## config.mk

```make
export PLATFORM = sky130hd
export DESIGN_NAME = union_find_cycle_detector
export DESIGN_NICKNAME = d
export VERILOG_FILES = /design/src/design/ufcd_pkg.sv /design/src/design/union_find_cycle_detector.sv /design/src/design/ufcd_ram.sv /design/src/design/ufcd_fsm.sv
export SDC_FILE = /design/constraint.sdc
export NUM_CORES = 2
export LEC_CHECK = 0
export ABC_AREA = 1
export ABC_CLOCK_PERIOD_IN_PS = 17550
export BUFFER_PORTS_ARGS = -buffer_cell sky130_fd_sc_hd__buf_2
export CAP_MARGIN = 0
export CORE_UTILIZATION = 47
export DETAILED_ROUTE_END_ITERATION = 10
export PLACE_DENSITY_LB_ADDON = 0.15
export SLEW_MARGIN = 5
export SYNTH_ARGS = -nofsm -noshare
export SYNTH_HDL_FRONTEND = slang
export SYNTH_SLANG_ARGS = --single-unit
```

## constraint.sdc

```tcl
create_clock -name clk -period 17.55 [get_ports clk]
set_input_delay 1.755 -clock clk [delete_from_list [all_inputs] [get_ports clk]]
set_output_delay 1.755 -clock clk [all_outputs]
set_load 0.1 [all_outputs]
```

## src/design/ufcd_pkg.sv

```systemverilog
// ----------------------------------------------------------------------------
// ufcd_pkg
// Shared types and constants for the union-find cycle detector.
// ----------------------------------------------------------------------------
`default_nettype none

package ufcd_pkg;

	localparam int DEF_MAX_VERTICES = 256;

	localparam int VCOUNT_W = 9;
	localparam int VERTEX_W = 8;
	localparam logic [VCOUNT_W-1:0] VCOUNT_RESET = 9'd256;

	localparam logic OP_CLEAR = 1'b0;
	localparam logic OP_EDGE  = 1'b1;

	typedef enum logic [2:0] {
		ST_CLEAR,
		ST_IDLE,
		ST_SRC_WALK,
		ST_DST_WALK,
		ST_UPDATE
	} state_t;

	typedef struct packed {
		logic start;
		logic operation;
		logic range_err;
		logic node_root;
	} status_t;

	typedef struct packed {
		logic busy;
		logic acc_clear;
		logic acc_error;
		logic acc_edge;
		logic clr_step;
		logic src_root;
		logic src_link;
		logic dst_link;
		logic update;
	} ctrl_t;

endpackage

`default_nettype wire

```

## src/design/union_find_cycle_detector.sv

```systemverilog
// Clear item: busy while the sweep writes every forest entry, one per cycle, with the
// result strobe in the cycle after. Out-of-range edge: result in the next cycle.
// Edge item: busy while it walks from each endpoint to its root, one
// parent-table read per link, and then for the update step.
// A new item can be started in the cycle that carries the result strobe.
// Reset runs a clearing pass with busy high.
// ----------------------------------------------------------------------------
// union_find_cycle_detector
// Streamed-edge cycle detector over a quick-union forest without compression.
// ----------------------------------------------------------------------------
`default_nettype none

module union_find_cycle_detector import ufcd_pkg::*; #(
	parameter int MAX_VERTICES = DEF_MAX_VERTICES
) (
	input  wire logic                clk,
	input  wire logic                arst_n,
	input  wire logic                start,
	output logic                     busy,
	input  wire logic                operation,
	input  wire logic [VERTEX_W-1:0] src_vertex,
	input  wire logic [VERTEX_W-1:0] dest_vertex,
	input  wire logic                cfg_valid,
	output logic                     cfg_ready,
	input  wire logic [VCOUNT_W-1:0] cfg_data,
	output logic                     done,
	output logic                     closes_cycle,
	output logic                     cycle_seen,
	output logic                     range_error
);

	localparam int IDX_W = $clog2(MAX_VERTICES);
	localparam int ENT_W = IDX_W + 1;
	localparam bit NARROW = MAX_VERTICES < 256;
	localparam logic [IDX_W-1:0] LAST_IDX = IDX_W'(MAX_VERTICES - 1);

	status_t status;
	ctrl_t   ctrl;

	logic [VCOUNT_W-1:0] vcount_q;
	logic [IDX_W-1:0]    clr_idx_q;
	logic                clr_cmd_q;
	logic                cycle_flag_q;
	logic [IDX_W-1:0]    cur_q;
	logic [IDX_W-1:0]    dst_q;
	logic [IDX_W-1:0]    src_root_q;
	logic                done_q;
	logic                closes_q;
	logic                seen_q;
	logic                err_q;

	logic                range_err;
	logic                clr_last;
	logic                roots_eq;
	logic                ram_we;
	logic [IDX_W-1:0]    ram_waddr;
	logic [ENT_W-1:0]    ram_wdata;
	logic [IDX_W-1:0]    ram_raddr;
	logic [ENT_W-1:0]    ram_rdata;
	logic                node_root;
	logic [IDX_W-1:0]    node_parent;

	assign node_root   = ram_rdata[IDX_W];
	assign node_parent = ram_rdata[IDX_W-1:0];

	always_comb begin
		range_err = ({1'b0, src_vertex} >= vcount_q) || ({1'b0, dest_vertex} >= vcount_q);
		if (NARROW) begin
			range_err = range_err || (32'(src_vertex) >= 32'(MAX_VERTICES))
				|| (32'(dest_vertex) >= 32'(MAX_VERTICES));
		end
	end

	assign status.start     = start;
	assign status.operation = operation;
	assign status.range_err = range_err;
	assign status.node_root = node_root;

	assign clr_last = ctrl.clr_step && (clr_idx_q == LAST_IDX);
	assign roots_eq = (src_root_q == cur_q);

	ufcd_fsm u_fsm (
		.clk      (clk),
		.arst_n   (arst_n),
		.status   (status),
		.clr_last (clr_last),
		.ctrl     (ctrl)
	);

	// read address: start vertex, next parent, or second endpoint
	always_comb begin
		ram_raddr = cur_q;
		if (ctrl.acc_edge) begin
			ram_raddr = IDX_W'(src_vertex);
		end else if (ctrl.src_root) begin
			ram_raddr = dst_q;
		end else if (ctrl.src_link || ctrl.dst_link) begin
			ram_raddr = node_parent;
		end
	end

	always_comb begin
		ram_we    = ctrl.clr_step || (ctrl.update && !roots_eq && !cycle_flag_q);
		ram_waddr = ctrl.clr_step ? clr_idx_q : src_root_q;
		ram_wdata = ctrl.clr_step ? {1'b1, {IDX_W{1'b0}}} : {1'b0, cur_q};
	end

	ufcd_ram #(
		.WIDTH (ENT_W),
		.DEPTH (MAX_VERTICES)
	) u_ram (
		.clk   (clk),
		.we    (ram_we),
		.waddr (ram_waddr),
		.wdata (ram_wdata),
		.raddr (ram_raddr),
		.rdata (ram_rdata)
	);

	always_ff @(posedge clk or negedge arst_n) begin
		if (!arst_n) begin
			vcount_q     <= VCOUNT_RESET;
			clr_idx_q    <= '0;
			clr_cmd_q    <= 1'b0;
			cycle_flag_q <= 1'b0;
			done_q       <= 1'b0;
		end else begin
			done_q <= 1'b0;
			if (cfg_valid && cfg_ready) begin
				vcount_q <= cfg_data;
			end
			if (ctrl.acc_clear) begin
				clr_idx_q    <= '0;
				clr_cmd_q    <= 1'b1;
				cycle_flag_q <= 1'b0;
			end
			if (ctrl.clr_step) begin
				clr_idx_q <= clr_idx_q + 1'b1;
				if (clr_last) begin
					clr_cmd_q <= 1'b0;
					done_q    <= clr_cmd_q;
				end
			end
			if (ctrl.acc_error || ctrl.update) begin
				done_q <= 1'b1;
			end
			if (ctrl.update && roots_eq) begin
				cycle_flag_q <= 1'b1;
			end
		end
	end

	always_ff @(posedge clk) begin
		if (ctrl.acc_edge) begin
			cur_q <= IDX_W'(src_vertex);
			dst_q <= IDX_W'(dest_vertex);
		end else if (ctrl.src_root) begin
			src_root_q <= cur_q;
			cur_q      <= dst_q;
		end else if (ctrl.src_link || ctrl.dst_link) begin
			cur_q <= node_parent;
		end
		if (ctrl.clr_step) begin
			closes_q <= 1'b0;
			seen_q   <= 1'b0;
			err_q    <= 1'b0;
		end else if (ctrl.acc_error) begin
			closes_q <= 1'b0;
			seen_q   <= cycle_flag_q;
			err_q    <= 1'b1;
		end else if (ctrl.update) begin
			closes_q <= roots_eq;
			seen_q   <= roots_eq || cycle_flag_q;
			err_q    <= 1'b0;
		end
	end

	assign busy         = ctrl.busy;
	assign cfg_ready    = 1'b1;
	assign done         = done_q;
	assign closes_cycle = closes_q;
	assign cycle_seen   = seen_q;
	assign range_error  = err_q;

endmodule

`default_nettype wire

```

## src/design/ufcd_ram.sv

```systemverilog
// ----------------------------------------------------------------------------
// ufcd_ram
// Generic single write, single read RAM with registered read data.
// ----------------------------------------------------------------------------
`default_nettype none

module ufcd_ram #(
	parameter int WIDTH = 9,
	parameter int DEPTH = 256
) (
	input  wire logic                     clk,
	input  wire logic                     we,
	input  wire logic [$clog2(DEPTH)-1:0] waddr,
	input  wire logic [WIDTH-1:0]         wdata,
	input  wire logic [$clog2(DEPTH)-1:0] raddr,
	output logic      [WIDTH-1:0]         rdata
);

	logic [WIDTH-1:0] mem_q [DEPTH];

	always_ff @(posedge clk) begin
		if (we) begin
			mem_q[waddr] <= wdata;
		end
		rdata <= mem_q[raddr];
	end

endmodule

`default_nettype wire

```

## src/design/ufcd_fsm.sv

```systemverilog
// ----------------------------------------------------------------------------
// ufcd_fsm
// Sequencer for clearing sweep, the two root walks and the final link.
// ----------------------------------------------------------------------------
`default_nettype none

module ufcd_fsm import ufcd_pkg::*; (
	input  wire logic    clk,
	input  wire logic    arst_n,
	input  wire status_t status,
	input  wire logic    clr_last,
	output ctrl_t        ctrl
);

	state_t state_q;
	state_t state_next;

	always_ff @(posedge clk or negedge arst_n) begin
		if (!arst_n) begin
			state_q <= ST_CLEAR;
		end else begin
			state_q <= state_next;
		end
	end

	always_comb begin
		state_next = state_q;
		case (state_q)
			ST_CLEAR: begin
				if (clr_last) begin
					state_next = ST_IDLE;
				end
			end
			ST_IDLE: begin
				if (status.start) begin
					if (status.operation == OP_CLEAR) begin
						state_next = ST_CLEAR;
					end else if (!status.range_err) begin
						state_next = ST_SRC_WALK;
					end
				end
			end
			ST_SRC_WALK: begin
				if (status.node_root) begin
					state_next = ST_DST_WALK;
				end
			end
			ST_DST_WALK: begin
				if (status.node_root) begin
					state_next = ST_UPDATE;
				end
			end
			ST_UPDATE: begin
				state_next = ST_IDLE;
			end
			default: begin
				state_next = ST_CLEAR;
			end
		endcase
	end

	always_comb begin
		ctrl = '0;
		case (state_q)
			ST_CLEAR: begin
				ctrl.busy     = 1'b1;
				ctrl.clr_step = 1'b1;
			end
			ST_IDLE: begin
				ctrl.acc_clear = status.start && (status.operation == OP_CLEAR);
				ctrl.acc_error = status.start && (status.operation == OP_EDGE)
					&& status.range_err;
				ctrl.acc_edge  = status.start && (status.operation == OP_EDGE)
					&& !status.range_err;
			end
			ST_SRC_WALK: begin
				ctrl.busy     = 1'b1;
				ctrl.src_root = status.node_root;
				ctrl.src_link = !status.node_root;
			end
			ST_DST_WALK: begin
				ctrl.busy     = 1'b1;
				ctrl.dst_link = !status.node_root;
			end
			ST_UPDATE: begin
				ctrl.busy   = 1'b1;
				ctrl.update = 1'b1;
			end
			default: begin
				ctrl.busy = 1'b1;
			end
		endcase
	end

endmodule

`default_nettype wire

```

---- Word-level counts from Yosys, hierarchy flattened ----
Memory sizes are Yosys's and may differ from the RTL's. A register that Yosys moved wholly into a read port is not among the register bits.
Index checks and enable logic that the tools add are counted.
word-level totals
  register bits ........................... 50
  memories ................................ 1
  memory bits (writable) .................. 2304
memory list
  memory       words  bits a word  rd ports  clocked after memory_dff  wr ports  line            text
  u_ram.mem_q  256    9            1         1                         1         ufcd_ram.sv:19  logic [WIDTH-1:0] mem_q [DEPTH];
cells by class
  magnitude comparators ................... 2
  reduce and logical (&&, ||, !) cells .... 24
  bitwise operators ....................... 2
  add/subtract/negate cells ............... 1
  multiplexer cells ....................... 34
  equality and inequality tests ........... 11
operators with widths
  kind                                                             number
  8-bit 2-to-1 mux                                                 6
  3-bit 2-to-1 mux                                                 7
  8-bit by 9-bit >= comparator with 1-bit output                   2
  1-bit 2-to-1 mux                                                 18
  3-bit one-hot mux with 5 select lines                            1
  9-bit 2-to-1 mux                                                 1
  8-bit by 1-bit adder with 8-bit output, second input constant    1
  8-bit == test                                                    1
  8-bit == test, second input constant                             1
  1-bit logical AND                                                8
  3-bit by 2-bit == test with 1-bit output, second input constant  2
  2-bit nonzero test                                               3
  1-bit logical OR                                                 5
  5-bit AND reduction                                              1
  1-bit zero test                                                  4
  2-bit by 1-bit != test with 1-bit output, second input constant  2
  2-bit != test, second input constant                             2
  3-bit by 1-bit == test with 1-bit output, second input constant  1
  3-bit == test, second input constant                             1
  3-bit zero test                                                  1
  3-bit != test, second input constant                             1
  2-bit 2-to-1 mux                                                 1
  1-bit NOT                                                        2
  2-bit AND reduction                                              1
  2-bit OR reduction                                               1

---- Logic depth before layout (Yosys ltp) ----
  depth after elaboration ................. 8
  mapped depth ............................ 25
  mapped depth without buffers ............ 22

---- Cells and area by module ----
Synthesis repeated with hierarchy kept, for this count alone.
unflattened totals
  cell total of the unflattened synthesis .. 8185
  area, all modules ....................... 96382.4 um^2
by module, submodules not included
  module                     cells an instance  area an instance (um^2)  times used
  ufcd_ram                   7826               93519.7                  1
  union_find_cycle_detector  323                2618.8                   1
  ufcd_fsm                   36                 244.0                    1

---- Worst setup path after synthesis ----
No wires, ideal clock.
  path kind ............................... register to register
  start point ............................. register u_fsm.state_q[0]
  end point ............................... memory u_ram.mem_q[0][0] (data pin)
  stages on the path, launching flop included .. 7
  data arrival time ....................... 12963 ps
  setup slack ............................. 3046 ps
  setup time .............................. 1541 ps
  path buffers ............................ 2
  data required time ...................... 16009 ps
  cells stage by stage .................... dfrtp_1 -> nor2_1 -> inv_1 -> nor2_1 -> clkbuf_1 -> clkbuf_1 -> nor2_1
RTL lines
  element                 line            text
  start, declared         ufcd_fsm.sv:15  state_t state_q;
  start signal, assigned  ufcd_fsm.sv:22  state_q <= state_next;
  end, declared           ufcd_ram.sv:19

---- Worst setup path in the final report ----
  start point ............................. input src_vertex[4]
  end point ............................... register u_ram.rdata[3] (read register of u_ram.mem_q)
between the ends
  word-level cells in the longest chain between the ends .. 6
ends and longest elaborated chain
  element                                         line                             text
  start, declared                                 union_find_cycle_detector.sv:21  input wire logic [VERTEX_W-1:0] src_vertex,
  8-bit by 9-bit >= comparator with 1-bit output  union_find_cycle_detector.sv:67  range_err = ({1'b0, src_vertex} >= vcount_q) || ({1'b0, dest_vertex} >= vcount_q);
  1-bit logical OR                                union_find_cycle_detector.sv:67
  1-bit zero test                                 --
  1-bit logical AND                               ufcd_fsm.sv:74                   && !status.range_err;
  3-bit 2-to-1 mux                                ufcd_fsm.sv:64                   case (state_q)
  8-bit 2-to-1 mux *                              union_find_cycle_detector.sv:93  if (ctrl.acc_edge) begin
  end, declared                                   ufcd_ram.sv:16                   output logic [WIDTH-1:0] rdata
Every way passes the cells marked *; elsewhere a longest branch is shown, timed or not.
A chain may end at the register's enable or synchronous reset.

==> results.yml <==
timing:
  worst_pin_slew_ps: 1360
  fmax_ghz: 0.136
  tns_ps: 0
  finalSetupViolCount: 0
  finalCritPeriodShare_pct: 41.9
  final_max_slew_viol_count: 0
  hold_violations: 0
  fin_worst_skew_ps: 59.2
  period_needed_ps: 7350
  max_slew_margin_pct: 9.10
  rsz0062_at_grt: "false"
detailed_routing:
  ant_nets: 0
  dr.pass1.iters: 6
  routed_wire_length_per_instance_um: 23.8
  wl_met1_um: 129000
  wirelength_um: 305000
  vias_per_cell: 5.43
  drc_errors: 0
  initialDrtViolationCount: 8372
  dr_wl_met2_um: 138000
  dr_total_vias: 69500
  top_layer: "met5"
  routed-wl-met3_um: 23500
cells_and_area:
  nNetsFinal: 9789
  final_cells: 12800
  fillers: 19100
  synthToLayoutAreaGrowth_pct: 9.33
  drive_gt1_share_pct: 5.06
  seqCellArea_mm2: 0.0706
  design_area_mm2: 0.112
  multi_input_area_mm2: 0.0238
setup_path:
  path_cells: "buf_2 > ha_1 > nand2_1 > nor2_1 > nand2_1 > nand3_1 > nand2_1 > nand3_2 > nand2_2 > nand2_8 > buf_4 > buf_4 > buf_4 > nand2_1 > nand2_1 > nand2_1 > nand3_1 > nand3_1 > nand3_1 > nand3_1 > nand3_1 > nand3_1 > nand2_1"
  path_class: "input port to flip-flop"
  required_ps: 18380
  cp_num_buf_inv: 4
  start_kind: "input port"
  worst_ep_arrival_time_ps: 8180
  crit_fanout: 122
  cp_top_family: "simple AND/OR/NAND/NOR gates"
  cp_slowest_cell: "buf_4"
  crit_path_end_kind: "flip-flop"
  slowest_delay_ps: 820
place:
  dp_hpwl_um: 169000
  io_buffers: 34
  placed_cells: 12400
  post_dp_cell_area_mm2: 0.105
  gp_congestion: 0.885
clock_tree:
  path_clk_slew_ps: 70
  cts.repair.resized: 0
  cts_tree: "built"
  htreeDepth: 4
  post-cts-setup-buffer-count: 0
  clk_latency_ps: 890
  clockRootBuffer: "clkbuf_16"
  cts_inserted_buffers: 238
  cts_buffer_depth: 3
  ctsHoldBuffers: 0
  cts.sinks: 2363
flow_run:
  cap_violations: 0
outcome:
  outcome: "completed"
yosys:
  synth_seq_cells: 2363
  yosysTopAreaCellShare_pct: 67.8
  synthCells: 9912
  netlist_area_mm2: 0.103
  synth_edf_count: 2320
  async_reset_ff_share_pct: 0.973
  synth-seq-area-share_pct: 68.7
  syn-num-nets: 9959
  synthTopCellsByArea: "edfxtp_1 (68%), nand2_1 (11%), nand3_1 (9.4%)"
  yosysTopAreaCell: "edfxtp_1"
  synth_cell_types: 45
  synth_warnings: 0
  synth_ff_type: "edfxtp_1"
  avgSynthCellArea_um2: 10.4
  synth.most_common_cell: "nand2_1"
  synth_common_cells: "nand2_1 (2957), edfxtp_1 (2320), nand3_1 (1928)"
grt:
  grt_pass1_wl_um: 448000
  grt_pass1_vias: 66300
  grtUsageTotal_pct: 27.3
  antenna_found_initial: 12
  grt_max_degree: 196
  gr-total-overflow: 0
die:
  start_util_pct: 47.3
  ioPinCount: 36
  die_x_um: 470
  die_area_mm2: 0.221
  core_area_mm2: 0.217
  die_y_um: 470
  rows: 171
pwr:
  power_mw: 22.9
  vdd_drop_max_mv: 0.201
  power_leakage_nw: 46.0
  power.density_mw_per_mm2: 204
min_path:
  min_path_type: "flip-flop to flip-flop"
[power breakdown]
group / switching [mW] / total (mW) / leakage [nW] / internal, mW
Sequential: 0.0868 / 7.39 / 21.6 / 7.31
Clock: 2.18 / 4.87 / 3.56 / 2.69
Combinational: 8.32 / 10.6 / 20.8 / 2.30
[through the flow]
| step | utilization, % | hold WS (ps) | setup WS, ps |
|---|---|---|---|
| floorplan | - | 430 | 3050 |
| global placement | 48.4 | 441 | 9480 |
| detailed placement | 48.4 | 453 | 9470 |
| CTS | 51.7 | 462 | 10410 |
| global route | 51.7 | 504 | 9870 |
| finish | 51.7 | 461 | 10200 |
[cell type report]
| type | count | share of cell area (%) |
|---|---|---|
| Sequential cell | 2363 | 62.9 |
| Multi-Input combinational cell | 5418 | 21.2 |
| Clock buffer | 304 | 5.60 |
| Inverter | 1584 | 5.31 |
| Tap cell | 2854 | 3.18 |
| Timing Repair Buffer | 137 | 1.01 |
| Clock inverter | 126 | 0.874 |
| Antenna cell | 2 | 0.00445 |
[sequential cells by signal, summed over array words and instances, names as in the netlist]
name	flops
u_ram.mem_q	2304
u_ram.rdata	9
vcount_q	9
clr_idx_q	8
cur_q	8
dst_q	8
src_root_q	8
u_fsm.state_q	3
closes_cycle	1
clr_cmd_q	1
cycle_flag_q	1
cycle_seen	1
done	1
range_error	1
[final timing paths]
check | start | end | cells after the start | slack [ps]
max | src_vertex[4] | u_ram.rdata[3]$_DFF_P_ | 23 | 10200
min | range_error$_SDFFE_PP0P_ | range_error$_SDFFE_PP0P_ | 2 | 460
max reg2reg | vcount_q[4]$_DFFE_PN0P_ | u_ram.rdata[3]$_DFF_P_ | 23 | 10770
min reg2reg | range_error$_SDFFE_PP0P_ | range_error$_SDFFE_PP0P_ | 2 | 460
max in group asynchronous | arst_n | clr_idx_q[6]$_DFFE_PN0P_ | 1 | 16260
min in group asynchronous | arst_n | done$_DFF_PN0_ | 1 | 890
[cells in the final DEF (no fill, tap or decap), types with 3 or more instances in the layout]
master	synthesis	routed
nand2_1	2957	2948
edfxtp_1	2320	2320
nand3_1	1928	1924
inv_1	1571	1571
nor2_1	298	289
clkbuf_16	0	242
buf_4	37	88
o211ai_1	66	66
clkbuf_1	147	62
clkinv_1	4	61
nand3b_1	56	56
clkinv_2	0	41
buf_2	309	34
o21ai_0	31	30
dfrtp_1	22	22
dfxtp_1	20	20
ha_1	17	17
buf_12	0	15
bufinv_16	0	12
nor2_4	2	11
nand2_2	5	11
a21oi_1	9	9
inv_2	8	7
inv_6	0	6
nand4_1	6	6
xnor2_1	6	6
nor3_1	4	4
nand3_2	1	4
o21ai_4	1	4
clkinv_8	0	4
or2_2	4	4
o21ai_1	4	3
nor2_2	3	3
o21a_1	3	3
clkinvlp_4	0	3
[kinds of logic after synthesis]
logic type | synth area share [%]
adders and majority gates | 0.207
buffers and inverters | 8.30
DFF | 68.7
other | 0.00365
xor gates and xnor gates | 0.0682
AOI/OAI and AO/OA | 0.794
and+or+nand+nor | 21.9
muxes | 0.0110
[worst reg2reg max path, cell delays in order, from the launching register on]
cell and delay (ps):
dfrtp_1 330, inv_1 90, ha_1 310, nand2_1 70, nor2_1 150, nand2_1 60
nand3_1 80, nand2_1 120, nand3_2 400, nand2_2 440, nand2_8 720, buf_4 780
buf_4 780, buf_4 870, nand2_1 170, nand2_1 100, nand2_1 50, nand3_1 100
nand3_1 220, nand3_1 180, nand3_1 110, nand3_1 100, nand3_1 320, nand2_1 160
[routing by layer]
layer  track usage, %  vias to the layer above
li1                 -                    32200
met1             38.3                    33900
met2             42.2                     2903
met3             4.35                      509
met4             11.6                        4
met5                0                        -
No activity file was read; power rests on OpenSTA's default activity.
